File: src/rtl/core/ted_pkg.sv
// Shared types, constants and the character acceptance function for the
// text encoding detector. No dependencies.
package ted_pkg;

	// Default number of examined bytes per buffer
	localparam int MAX_BYTES_DEF = 2048;

	// Configuration register
	localparam int          MIN_W         = 4;
	localparam logic [3:0]  MIN_ASCII_RST = 4'd5;

	// UTF-16 unit counters saturate at their top value
	localparam int          COUNT_W   = 4;
	localparam logic [3:0]  COUNT_MAX = 4'd15;

	// Code point width and special values
	localparam int           CP_W      = 21;
	localparam logic [20:0]  CP_BOM    = 21'h00FEFF;
	localparam logic [20:0]  CP_MIN3   = 21'h000800;
	localparam logic [20:0]  CP_MIN4   = 21'h010000;
	localparam logic [20:0]  CP_MAX    = 21'h10FFFF;
	localparam logic [9:0]   CP_SURR   = 10'h01B;
	localparam logic [20:0]  ASCII_LIM = 21'd127;

	// UTF-8 sequence lengths
	localparam logic [2:0] SEQ_NONE = 3'd0;
	localparam logic [2:0] SEQ_1    = 3'd1;
	localparam logic [2:0] SEQ_2    = 3'd2;
	localparam logic [2:0] SEQ_3    = 3'd3;
	localparam logic [2:0] SEQ_4    = 3'd4;

	// Result codes
	localparam logic [2:0] ENC_UNKNOWN = 3'd0;
	localparam logic [2:0] ENC_UTF16LE = 3'd1;
	localparam logic [2:0] ENC_UTF16BE = 3'd2;
	localparam logic [2:0] ENC_ASCII   = 3'd3;
	localparam logic [2:0] ENC_UTF8    = 3'd4;

	// Control into one UTF-16 lane
	typedef struct packed {
		logic take;
		logic clear;
		logic at_zero;
	} lane_ctrl_t;

	// Next status of one UTF-16 lane
	typedef struct packed {
		logic               failed;
		logic [COUNT_W-1:0] count;
	} lane_status_t;

	// Printable or accepted control character
	function automatic logic char_ok(input logic [20:0] c);
		logic ok;
		if (c < 21'd32) begin
			ok = (c >= 21'd7 && c <= 21'd13) || c == 21'h1B;
		end else if (c <= 21'h02FA1F) begin
			ok = 1'b1;
		end else if (c >= 21'h0E0000 && c <= 21'h0E01EF) begin
			ok = 1'b1;
		end else begin
			ok = c >= 21'h0F0000 && c <= CP_MAX;
		end
		return ok;
	endfunction

endpackage

File: src/rtl/core/ted_utf16_lane.sv
// One UTF-16 byte-order lane: checks each 16-bit unit and counts low units.
// Depends on ted_pkg.
module ted_utf16_lane (
	input  logic                 clk,
	input  logic                 arst_n,
	input  ted_pkg::lane_ctrl_t  ctrl,
	input  logic [15:0]          unit,
	output ted_pkg::lane_status_t status_nxt
);

	logic                        failed_q;
	logic [ted_pkg::COUNT_W-1:0] count_q;
	logic [20:0]                 unit_ext;
	logic                        unit_bad;

	assign unit_ext = {5'd0, unit};
	assign unit_bad = !ted_pkg::char_ok(unit_ext) ||
		(unit_ext == ted_pkg::CP_BOM && !ctrl.at_zero);

	// Next status, also used by the verdict of a closing transfer
	always_comb begin
		status_nxt.failed = failed_q;
		status_nxt.count  = count_q;
		if (ctrl.take) begin
			status_nxt.failed = failed_q | unit_bad;
			if (unit_ext < ted_pkg::ASCII_LIM && count_q != ted_pkg::COUNT_MAX) begin
				status_nxt.count = count_q + 1'b1;
			end
		end
	end

	always_ff @(posedge clk or negedge arst_n) begin
		if (!arst_n) begin
			failed_q <= 1'b0;
			count_q  <= '0;
		end else if (ctrl.clear) begin
			failed_q <= 1'b0;
			count_q  <= '0;
		end else begin
			failed_q <= status_nxt.failed;
			count_q  <= status_nxt.count;
		end
	end

endmodule

File: src/rtl/core/text_encoding_detector.sv
// Top level of the text encoding detector: input register, UTF-8 decoder,
// two UTF-16 lanes and the result register. Depends on ted_pkg, ted_utf16_lane.
//
// channel  | handshake             | payload
// ---------+-----------------------+------------------------------
// byte     | byte_valid/byte_stall | data_byte, last, no_byte
// result   | result_valid/stall    | encoding
// cfg      | cfg_valid/cfg_ready   | cfg_data (utf16_min_ascii)
//
// One item per cycle unless byte_stall is high: a transfer lands in the input
// register, and from there the item updates the decoder state and, for a
// closing item, loads the result register, which then holds the valid result.
// Reset clears all control state; utf16_min_ascii returns to 5.
// A stall on result only holds the input register when it holds a closing
// item and the result register is still full; other items keep flowing.
module text_encoding_detector #(
	parameter int MAX_BYTES = ted_pkg::MAX_BYTES_DEF
) (
	input  logic        clk,
	input  logic        arst_n,
	input  logic        byte_valid,
	output logic        byte_stall,
	input  logic [7:0]  data_byte,
	input  logic        last,
	input  logic        no_byte,
	output logic        result_valid,
	input  logic        result_stall,
	output logic [2:0]  encoding,
	input  logic        cfg_valid,
	output logic        cfg_ready,
	input  logic [3:0]  cfg_data
);

	localparam int CNT_W = $clog2(MAX_BYTES + 1);

	// Input register
	logic       valid_s1;
	logic [7:0] byte_s1;
	logic       last_s1;
	logic       none_s1;

	// Configuration
	logic [ted_pkg::MIN_W-1:0] min_ascii_q;

	// Buffer state
	logic [CNT_W-1:0]          count_q;
	logic [CNT_W-1:0]          count_nxt;
	logic [7:0]                held_q;
	logic [1:0]                rem_q, rem_nxt;
	logic [2:0]                len_q, len_nxt;
	logic [ted_pkg::CP_W-1:0]  cp_q, cp_nxt;
	logic                      start_q, start_nxt;
	logic                      bad_q, bad_nxt;
	logic                      fail_q, fail_nxt;
	logic                      ascii_q, ascii_nxt;
	logic                      fin;

	// Handshake
	logic adv;
	logic take;
	logic clear;
	logic out_valid_q;
	logic [2:0] enc_q;
	logic [2:0] verdict;

	ted_pkg::lane_ctrl_t   lane_ctrl;
	ted_pkg::lane_status_t le_st, be_st;
	logic                  even, le_ok, be_ok;

	assign cfg_ready    = 1'b1;
	assign result_valid = out_valid_q;
	assign encoding     = enc_q;

	// The stage moves unless a closing item waits for the result register
	assign adv        = valid_s1 && (!last_s1 || !out_valid_q || !result_stall);
	assign byte_stall = valid_s1 && !adv;
	assign take       = adv && !none_s1 && (count_q < CNT_W'(MAX_BYTES));
	assign clear      = adv && last_s1;
	assign count_nxt  = take ? count_q + 1'b1 : count_q;

	always_ff @(posedge clk or negedge arst_n) begin
		if (!arst_n) begin
			valid_s1 <= 1'b0;
		end else if (byte_valid && !byte_stall) begin
			valid_s1 <= 1'b1;
		end else if (adv) begin
			valid_s1 <= 1'b0;
		end
	end

	always_ff @(posedge clk) begin
		if (byte_valid && !byte_stall) begin
			byte_s1 <= data_byte;
			last_s1 <= last;
			none_s1 <= no_byte;
		end
	end

	// Configuration register
	always_ff @(posedge clk or negedge arst_n) begin
		if (!arst_n) begin
			min_ascii_q <= ted_pkg::MIN_ASCII_RST;
		end else if (cfg_valid && cfg_ready) begin
			min_ascii_q <= cfg_data;
		end
	end

	// UTF-16 lanes: even bytes are held, odd bytes complete a unit
	assign lane_ctrl.take    = take && count_q[0];
	assign lane_ctrl.clear   = clear;
	assign lane_ctrl.at_zero = (count_q == CNT_W'(1));

	ted_utf16_lane u_le (
		.clk        (clk),
		.arst_n     (arst_n),
		.ctrl       (lane_ctrl),
		.unit       ({byte_s1, held_q}),
		.status_nxt (le_st)
	);

	ted_utf16_lane u_be (
		.clk        (clk),
		.arst_n     (arst_n),
		.ctrl       (lane_ctrl),
		.unit       ({held_q, byte_s1}),
		.status_nxt (be_st)
	);

	// UTF-8 decode step
	always_comb begin
		rem_nxt   = rem_q;
		len_nxt   = len_q;
		cp_nxt    = cp_q;
		start_nxt = start_q;
		bad_nxt   = bad_q;
		fail_nxt  = fail_q;
		ascii_nxt = ascii_q;
		fin       = 1'b0;
		if (take && !fail_q) begin
			if (rem_q == 2'd0) begin
				start_nxt = (count_q == '0);
				bad_nxt   = 1'b0;
				if (!byte_s1[7]) begin
					len_nxt = ted_pkg::SEQ_1;
					cp_nxt  = {13'd0, byte_s1};
					fin     = 1'b1;
				end else begin
					ascii_nxt = 1'b0;
					if (byte_s1[7:5] == 3'b110) begin
						len_nxt = ted_pkg::SEQ_2;
						cp_nxt  = {16'd0, byte_s1[4:0]};
						rem_nxt = 2'd1;
					end else if (byte_s1[7:4] == 4'b1110) begin
						len_nxt = ted_pkg::SEQ_3;
						cp_nxt  = {17'd0, byte_s1[3:0]};
						rem_nxt = 2'd2;
					end else if (byte_s1[7:3] == 5'b11110) begin
						len_nxt = ted_pkg::SEQ_4;
						cp_nxt  = {18'd0, byte_s1[2:0]};
						rem_nxt = 2'd3;
					end else begin
						fail_nxt = 1'b1;
						len_nxt  = ted_pkg::SEQ_NONE;
					end
				end
			end else begin
				bad_nxt = bad_q | (byte_s1[7:6] != 2'b10);
				cp_nxt  = {cp_q[14:0], byte_s1[5:0]};
				rem_nxt = rem_q - 2'd1;
				fin     = (rem_q == 2'd1);
			end
			// Checks on a completed sequence
			if (fin) begin
				if (bad_nxt || !ted_pkg::char_ok(cp_nxt) ||
					(cp_nxt == ted_pkg::CP_BOM && !start_nxt)) begin
					fail_nxt = 1'b1;
				end else if (len_nxt == ted_pkg::SEQ_3 && (cp_nxt < ted_pkg::CP_MIN3 ||
					cp_nxt[20:11] == ted_pkg::CP_SURR)) begin
					fail_nxt = 1'b1;
				end else if (len_nxt == ted_pkg::SEQ_4 && (cp_nxt < ted_pkg::CP_MIN4 ||
					cp_nxt > ted_pkg::CP_MAX)) begin
					fail_nxt = 1'b1;
				end
			end
		end
	end

	// Buffer state registers, cleared after a closing item
	always_ff @(posedge clk or negedge arst_n) begin
		if (!arst_n) begin
			count_q <= '0;
			held_q  <= '0;
			rem_q   <= '0;
			len_q   <= ted_pkg::SEQ_NONE;
			cp_q    <= '0;
			start_q <= 1'b0;
			bad_q   <= 1'b0;
			fail_q  <= 1'b0;
			ascii_q <= 1'b1;
		end else if (clear) begin
			count_q <= '0;
			held_q  <= '0;
			rem_q   <= '0;
			len_q   <= ted_pkg::SEQ_NONE;
			cp_q    <= '0;
			start_q <= 1'b0;
			bad_q   <= 1'b0;
			fail_q  <= 1'b0;
			ascii_q <= 1'b1;
		end else begin
			count_q <= count_nxt;
			if (take && !count_q[0]) begin
				held_q <= byte_s1;
			end
			rem_q   <= rem_nxt;
			len_q   <= len_nxt;
			cp_q    <= cp_nxt;
			start_q <= start_nxt;
			bad_q   <= bad_nxt;
			fail_q  <= fail_nxt;
			ascii_q <= ascii_nxt;
		end
	end

	// Verdict from the state after this item
	assign even  = !count_nxt[0];
	assign le_ok = even ? (!le_st.failed && le_st.count >= min_ascii_q) : (min_ascii_q == '0);
	assign be_ok = even ? (!be_st.failed && be_st.count >= min_ascii_q) : (min_ascii_q == '0);

	always_comb begin
		if (le_ok) begin
			verdict = ted_pkg::ENC_UTF16LE;
		end else if (be_ok) begin
			verdict = ted_pkg::ENC_UTF16BE;
		end else if (!fail_nxt) begin
			verdict = ascii_nxt ? ted_pkg::ENC_ASCII : ted_pkg::ENC_UTF8;
		end else begin
			verdict = ted_pkg::ENC_UNKNOWN;
		end
	end

	// Result register
	always_ff @(posedge clk or negedge arst_n) begin
		if (!arst_n) begin
			out_valid_q <= 1'b0;
		end else if (clear) begin
			out_valid_q <= 1'b1;
		end else if (!result_stall) begin
			out_valid_q <= 1'b0;
		end
	end

	always_ff @(posedge clk) begin
		if (clear) begin
			enc_q <= verdict;
		end
	end

endmodule

File: config.mk
export PLATFORM = sky130hd
export DESIGN_NAME = text_encoding_detector
export DESIGN_NICKNAME = d
export VERILOG_FILES = /design/src/rtl/core/ted_pkg.sv /design/src/rtl/core/ted_utf16_lane.sv /design/src/rtl/core/text_encoding_detector.sv
export SDC_FILE = /design/constraint.sdc
export NUM_CORES = 1
export LEC_CHECK = 0
export BUFFER_PORTS_ARGS = -buffer_cell sky130_fd_sc_hd__buf_2
export CORE_MARGIN = 2
export CORE_UTILIZATION = 25
export CTS_CLUSTER_DIAMETER = 30
export CTS_CLUSTER_SIZE = 28
export DETAILED_ROUTE_END_ITERATION = 8
export GPL_ROUTABILITY_DRIVEN = 0
export GPL_TIMING_DRIVEN = 0
export SYNTH_ARGS = -nofsm -noshare
export SYNTH_HDL_FRONTEND = slang
export SYNTH_HIERARCHICAL = 1
export SYNTH_SLANG_ARGS = --single-unit
export TNS_END_PERCENT = 20
File: constraint.sdc
create_clock -name clk -period 3.2 [get_ports clk]
set_input_delay 0.64 -clock clk [delete_from_list [all_inputs] [get_ports clk]]
set_output_delay 0.64 -clock clk [all_outputs]
set_load 0.05 [all_outputs]
# Yosys cells after proc, flatten, opt, wreduce, memory -nomap -nowiden
# Index checks and enable logic that the tools add are counted.
# word_totals
in_bits,19
register_bits,79
word_cells,224
out_inout_bits,6
# op_classes
muxes,81
add_sub_neg,4
bitwise,3
n_reduce_logical,62
n_lt_le_gt_ge,32
eq_ne,20
# ops
op,count
21-bit two-way mux,8
"16-bit by 20-bit greater-or-equal comparator with 1-bit output, second input constant",4
1-bit two-way mux,45
"21-bit by 20-bit greater-or-equal comparator with 1-bit output, second input constant",2
"16-bit by 21-bit <= comparator with 1-bit output, second input constant",2
"16-bit by 20-bit <= comparator with 1-bit output, second input constant",2
"16-bit by 18-bit <= comparator with 1-bit output, second input constant",2
"16-bit == test, second input constant",2
"16-bit by 5-bit == test with 1-bit output, second input constant",2
"16-bit by 3-bit greater-or-equal comparator with 1-bit output, second input constant",2
"16-bit by 4-bit <= comparator with 1-bit output, second input constant",2
"16-bit by 6-bit less-than comparator with 1-bit output, second input constant",2
"16-bit by 7-bit less-than comparator with 1-bit output, second input constant",2
1-bit logical AND,27
3-bit two-way mux,9
12-bit two-way mux,2
"21-bit by 16-bit == test with 1-bit output, second input constant",1
"21-bit by 5-bit == test with 1-bit output, second input constant",1
"21-bit by 3-bit greater-or-equal comparator with 1-bit output, second input constant",1
"21-bit > comparator, second input constant",1
"21-bit by 18-bit <= comparator with 1-bit output, second input constant",1
"21-bit by 20-bit <= comparator with 1-bit output, second input constant",1
"21-bit <= comparator, second input constant",1
"21-bit by 4-bit <= comparator with 1-bit output, second input constant",1
33 further kinds,79

# Longest topological paths before layout
# Gate-level depths: netlist of the first run.
# depth
depth_word,23
mapped_depth,16
depth_no_buf,15

# By module
# Netlist of the first run, hierarchy kept.
# by_module_without_submodules
mod,n_inst,cells_each,area_per_inst_um2,seq_area_each_um2
text_encoding_detector,1,444,4185.3,1795.5
ted_utf16_lane,2,48,444.2,125.1

# Worst setup path before layout of the first run
# No wires, ideal clock.
# synth_path
path_type,register -> register
start,register out_valid_q (netlist: result_valid)
end,register enc_q[1] (netlist: encoding[1]) (data pin)
path_stages_with_launch,15
n_path_buf,1
slack_ns,-0.439
setup_ns,0.169
arrival_ns,3.470
period_less_slack_ns,3.639
required_ns,3.031
cell_sequence,dfrtp_1 nand3_1 and3_1 clkbuf_1 ha_1 nand4b_2 nor3_2 mux2_2 ha_1 a21o_1 a21o_1 a21oi_1 o32a_1 nand2b_1 o31ai_1
# synth_rtl
element,line,rtl
"start, declared",text_encoding_detector.sv:62,logic out_valid_q;
"start signal, assigned",text_encoding_detector.sv:245,out_valid_q <= 1'b0;
"start signal, assigned",text_encoding_detector.sv:247,out_valid_q <= 1'b1;
"start signal, assigned",text_encoding_detector.sv:249,out_valid_q <= 1'b0;
"end signal, assigned",text_encoding_detector.sv:255,enc_q <= verdict;
"end, declared",text_encoding_detector.sv:63,logic [2:0] enc_q;

==> results_dict.tcl, run 1 <==
set metrics [dict create \
    grt_pass1_wl_mm 22.2 \
    r2r_slack_ps 30 \
    synth_nets 574 \
    grt_pass1_vias 4248 \
    grt_overflow 0 \
    worstSkewPairLatency_ps 350 \
    die_w_um 146 \
    hold_viol_final 0 \
    first_iter_violations 345 \
    skew_ps 9.53 \
    hold_buffers 0 \
    root_buffer "clkbuf_16" \
    dp_slack_ps -470 \
    io-pin-count 25 \
    rsz0062_at_grt "true" \
    wl_met3_um 850 \
    fillers 2080 \
    dr_total_vias 4460 \
    end_kind "register" \
    synthTopCellsByArea "dfrtp_1 31%, edfxtp_1 7.7%, nor2_1 5.2%" \
    yosysTopAreaCell "dfrtp_1" \
    power.static_leakage_nw 2.58 \
    cts-htree-levels 3 \
    cts_sinks 79 \
    synthCells 540 \
    first_pass_iters 6 \
    hold_class "in -> async" \
    routed.top_layer "met4" \
    synth_top_area_share_pct 31.1 \
    power_density_nw_per_um2 521 \
    regToRegEndpoint "encoding[1]" \
    setup_viol 0 \
    ys_seq_area_share_pct 40.3 \
    synth-edff-count 13 \
    synthFlopType "dfrtp_1" \
    maxSlewHeadroom_pct 14.9 \
    antenna_found_initial 0 \
    grt_max_degree 67 \
    grt_usage_pct 12.9 \
    met1_length_mm 6.21 \
    final.period_utilization_pct 98.9 \
    yosysWarnings 6 \
    power.total_mw 3.15 \
    start_util_pct 25.2 \
    die_height_um 146 \
    wl_mm 13.5 \
    avgSynthCellArea_um2 9.40 \
    regToRegStartpoint "count_q[11]" \
    hpwl_mm 9.35 \
    path_class "reg -> reg" \
    insertedDiodeCount 0 \
    cts_buffer_depth 2 \
    cap_viol_max_count 0 \
    crit_start "count_q[11]" \
    crit_fanout 4 \
    fmax_ghz 0.316 \
    ir_worst_vdd_v 0.000396 \
    status "completed" \
    areaGrowthSynthToFinish_pct 19.0 \
    netlist_area_um2 5070 \
    arrival_ps 3250 \
    fp-row-count 52 \
    path_clk_slew_ps 70 \
    setup_slack_ps 35.0 \
    endpoint "encoding[1]" \
    ant_nets 0 \
    cts_tree "done" \
    ys_ff_latch 79 \
    dieArea_um2 21500 \
    crit_path_start_kind "register" \
    multi_input_area_um2 2880 \
    wire_per_inst_um 15.6 \
    nets 624 \
    fin_hold_ws_ps 393 \
    ff2ff_path_depth 15 \
    drive_above_1_share_pct 19.5 \
    drv_slew 0 \
    synthArstFlopShare_pct 83.5 \
    io_buffers 23 \
    worstPathRequired_ps 3280 \
    route.met2.wl_mm 6.13 \
    cts_buffers 9 \
    yosysUniqueCellTypes 77 \
    core_um2 20100 \
    post-route-util_pct 30.0 \
    min_period_ps 3170 \
    via_per_inst 5.16 \
    drc 0 \
    tightest_slew_ps 1280 \
    register_area_um2 2050 \
]
## layout make-up
type	instances	share of cell area [%]
multi-input combinational	412	47.6
clock inverter	6	1.12
sequential	79	33.9
tap	270	5.60
inverter	21	1.31
clock buffer	10	3.79
timing repair buffer	39	3.94
buffer	28	2.72
## cell families (layout without fill, tap and decap cells)
| group | Yosys count | in the layout | share of synthesized area, % |
|---|---|---|---|
| flip-flops | 79 | 79 | 40.3 |
| XOR/XNOR | 11 | 11 | 1.90 |
| multiplexers | 24 | 24 | 4.93 |
| AO/OA/AOI/OAI | 127 | 127 | 18.0 |
| other | 1 | 1 | 0.0739 |
| buffers and inverters | 49 | 104 | 4.56 |
| AND/OR/NAND/NOR | 234 | 234 | 26.6 |
| adder cells (fa/ha/maj) | 15 | 15 | 3.70 |
## per-layer routing
metal	track usage, %	up-vias
met3	3.72	35
met5	0	-
met4	4.47	0
met2	20.1	169
li1	-	2114
met1	17.2	2142
## cells in the mapped netlist (4+ instances only)
cell type  number
a21o_1          5
a21oi_1        27
a22oi_1        17
a31oi_1         5
and2_1          9
and3_1          7
buf_2           8
buf_4           4
clkbuf_1       12
dfrtp_1        63
edfxtp_1       13
ha_1           15
inv_1          21
mux2_2          6
mux2i_1        16
nand2_1        36
nand2b_1        7
nand3_1        17
nand4_1        11
nand4b_1        5
nor2_1         70
nor2b_1         6
nor3_1         17
nor4_1          8
nor4_2          5
o21ai_0        25
o221ai_1        4
o31ai_1         5
or3_1           7
or4_1           6
xor2_1         10
## registers in the layout, indices dropped and copies added, names as in the netlist, 4 cells and up
signal / cells
min_ascii_q: 4
cp_q: 21
byte_s1: 8
u_be/count_q: 4
held_q: 8
u_le/count_q: 4
count_q: 12
## per-stage QoR
stage / instances / area, µm² / TNS [ps]
after CTS: 858 / 5960 / -15.3
after global placement: 833 / 5580 / -1180
after detailed placement: 833 / 5580 / -1170
after global routing: 865 / 6040 / -154
final: 865 / 6040 / 0
after floorplan: 540 / 5130 / 0
## critical path, stage by stage, from the launching register on
cell and delay [ps]:
dfrtp_1 390, nor2_1 110, and3_1 190, buf_8 120, ha_4 160, nand4b_4 130
nor3_4 210, mux2_2 380, ha_1 280, a21o_1 100, a21o_1 120, a21oi_2 70
o32a_1 370, buf_4 150, nand2_1 50, o31ai_1 60
## cell usage in the layout, fill, tap and decap left out, types with 11 or more instances in the layout
master    instances
nand2_1          36
edfxtp_1         13
dfrtp_1          62
inv_1            21
mux2i_1          16
a22oi_1          17
buf_2            30
clkbuf_1         12
buf_4            21
ha_1             14
o21ai_0          25
a21oi_1          25
nor3_1           17
nor2_1           70
nand3_1          17
nand4_1          11
## repair_timing
item                                    4_1_cts  5_1_grt
endpoints found under the setup margin        3        3
cloned                                        0        0
buffers inserted                              9        7
pin swaps                                     5        9
gates resized for setup                       2        5
## where the power goes
| part | switching (mW) | internal [mW] | leakage [nW] |
|---|---|---|---|
| sequential | 0.141 | 1.15 | 1.01 |
| combinational | 0.487 | 0.313 | 1.43 |
| clock | 0.448 | 0.609 | 0.141 |
| total | 1.08 | 2.07 | 2.58 |
## worst min-delay path by stage
stage	startpoint	slack (ps)	endpoint	cells after the start
after floorplan	arst_n	340	bad_q	0
after global placement	u_be/failed_q	490	u_be/failed_q	2
after detailed placement	u_le/failed_q	500	u_le/failed_q	2
after CTS	arst_n	440	cp_q[14]	1
after global routing	data_byte[7]	450	byte_s1[7]	1
final	arst_n	390	cp_q[14]	1
Power figures use the tool's default switching activity.
==> inputs of run 2 (changes only) <==
Settings changed: CORE_UTILIZATION 25 to 29.
==> results_dict.tcl, run 2 (same netlist as run 1, synthesis figures left out) <==
set metrics [dict create \
    core_um2 17200 \
    hold_class "in -> async" \
    final_common_cell "nor2_1" \
    die_w_um 136 \
    first_iter_violations 340 \
    grt_overflow 0 \
    critPathMostFrequentCell "a21o_1" \
    ant_nets 0 \
    dr_total_vias 4473 \
    reg.largest.list "cp_q: 21 flops, count_q: 12 flops" \
    via_per_inst 5.43 \
    drive_above_1_share_pct 20.5 \
    wl_mm 14.0 \
    fmax_ghz 0.321 \
    first_pass_iters 6 \
    final.period_utilization_pct 97.4 \
    path_clk_slew_ps 60 \
    cap_viol_max_count 0 \
    drv_slew 0 \
    status "completed" \
    tightest_slew_ps 1200 \
    crit_fanout 4 \
    end_kind "register" \
    dp_slack_ps -534 \
    top_register "cp_q" \
    cts_tree "done" \
    ir_worst_vdd_v 0.000419 \
    skew_ps 7.28 \
    dieArea_um2 18600 \
    root_buffer "clkbuf_16" \
    largest_reg_flops 21 \
    slowest_delay_ps 380 \
    grt_pass1_wl_mm 22.8 \
    rsz0062_at_grt "true" \
    cts_buffers 9 \
    hold_buffers 0 \
    crit_path_start_kind "register" \
    io-pin-count 25 \
    fin_cells 824 \
    arrival_ps 3270 \
    start_util_pct 29.5 \
    grt_max_degree 67 \
    grt_usage_pct 15.6 \
    post-route-util_pct 35.2 \
    path_class "reg -> reg" \
    insertedDiodeCount 0 \
    die_height_um 136 \
    worstSkewPairLatency_ps 350 \
    maxSlewHeadroom_pct 20.0 \
    crit_buf_inv 1 \
    cts-htree-levels 3 \
    antenna_found_initial 0 \
    final_cell_mix "68 x nor2_1, 62 x dfrtp_1, 36 x nand2_1, 30 x buf_2" \
    fin_setup_tns_ps 0 \
    setup_viol 0 \
    drc 0 \
    hold_viol_final 0 \
    crit_chain "nor2_1, and3_4, ha_4, nand4b_4, nor3_4, xor2_1, inv_1, ha_1, nand2b_4, a21o_1, a21o_1, a21oi_2, o32a_1, nand2b_1, o31ai_2" \
    grt_pass1_vias 4417 \
    power_density_nw_per_um2 523 \
    wire_per_inst_um 16.9 \
    setup_slack_ps 83.5 \
    cts_buffer_depth 2 \
    power.total_mw 3.16 \
    critPathTopFamily "compound AO/OA/AOI/OAI gates" \
    dpl.cell_count 788 \
    areaGrowthSynthToFinish_pct 19.0 \
    min_period_ps 3120 \
    power.static_leakage_nw 2.61 \
    io_buffers 23 \
    hpwl_mm 9.72 \
    nets 628 \
    fp-row-count 48 \
    worstPathRequired_ps 3360 \
    cts_sinks 79 \
    crit_path_top_delay_cell "dfrtp_1" \
]
[run 2: layer usage]
metal,global-route usage [%],vias up,part of all wire (%)
met5,0,-,0
met4,5.61,0,1.5
met3,3.58,20,6.2
met2,25.0,171,48
met1,20.5,2159,44
li1,-,2123,-
[run 2: path summary, 6_finish.rpt]
check / to / startpoint / slack, ps / cells past startpoint
max in group asynchronous: result_valid / arst_n / 2210 / 1
worst min-delay path: held_q[4] / arst_n / 390 / 1
min in group clk: byte_s1[0] / data_byte[0] / 470 / 1
worst max-delay path: encoding[1] / count_q[11] / 80 / 15
worst min register to register: u_le/failed_q / u_le/failed_q / 510 / 2
worst max register to register: encoding[1] / count_q[11] / 80 / 15
[run 2: stage by stage]
stage | area, µm² | hold slack [ps]
finish | 6040 | 394
global route | 6040 | 456
CTS | 5960 | 439
detailed placement | 5530 | 495
global placement | 5520 | 485
floorplan | 5130 | 344
[run 2: power breakdown]
part | internal, mW | leakage [nW] | switching (mW)
logic | 0.326 | 1.45 | 0.513
clock network | 0.609 | 0.147 | 0.420
registers | 1.15 | 1.01 | 0.146
[run 2: area by class of cell]
class / count / area (µm²)
Tap cell: 225 / 282
Fill cell: 1776 / 11100
Buffer: 27 / 149
Timing Repair Buffer: 44 / 275
Clock inverter: 6 / 70.1
Inverter: 21 / 78.8
Clock buffer: 10 / 229
Multi-Input combinational cell: 412 / 2910
Sequential cell: 79 / 2050
[run 2: what timing repair did]
action | in CTS | in global routing
resized for setup | 5 | 7
gates cloned | 0 | 0
pin swaps | 11 | 12
setup buffers | 14 | 7
hold endpoints to repair | 0 | 0
setup endpoints to repair | 3 | 4
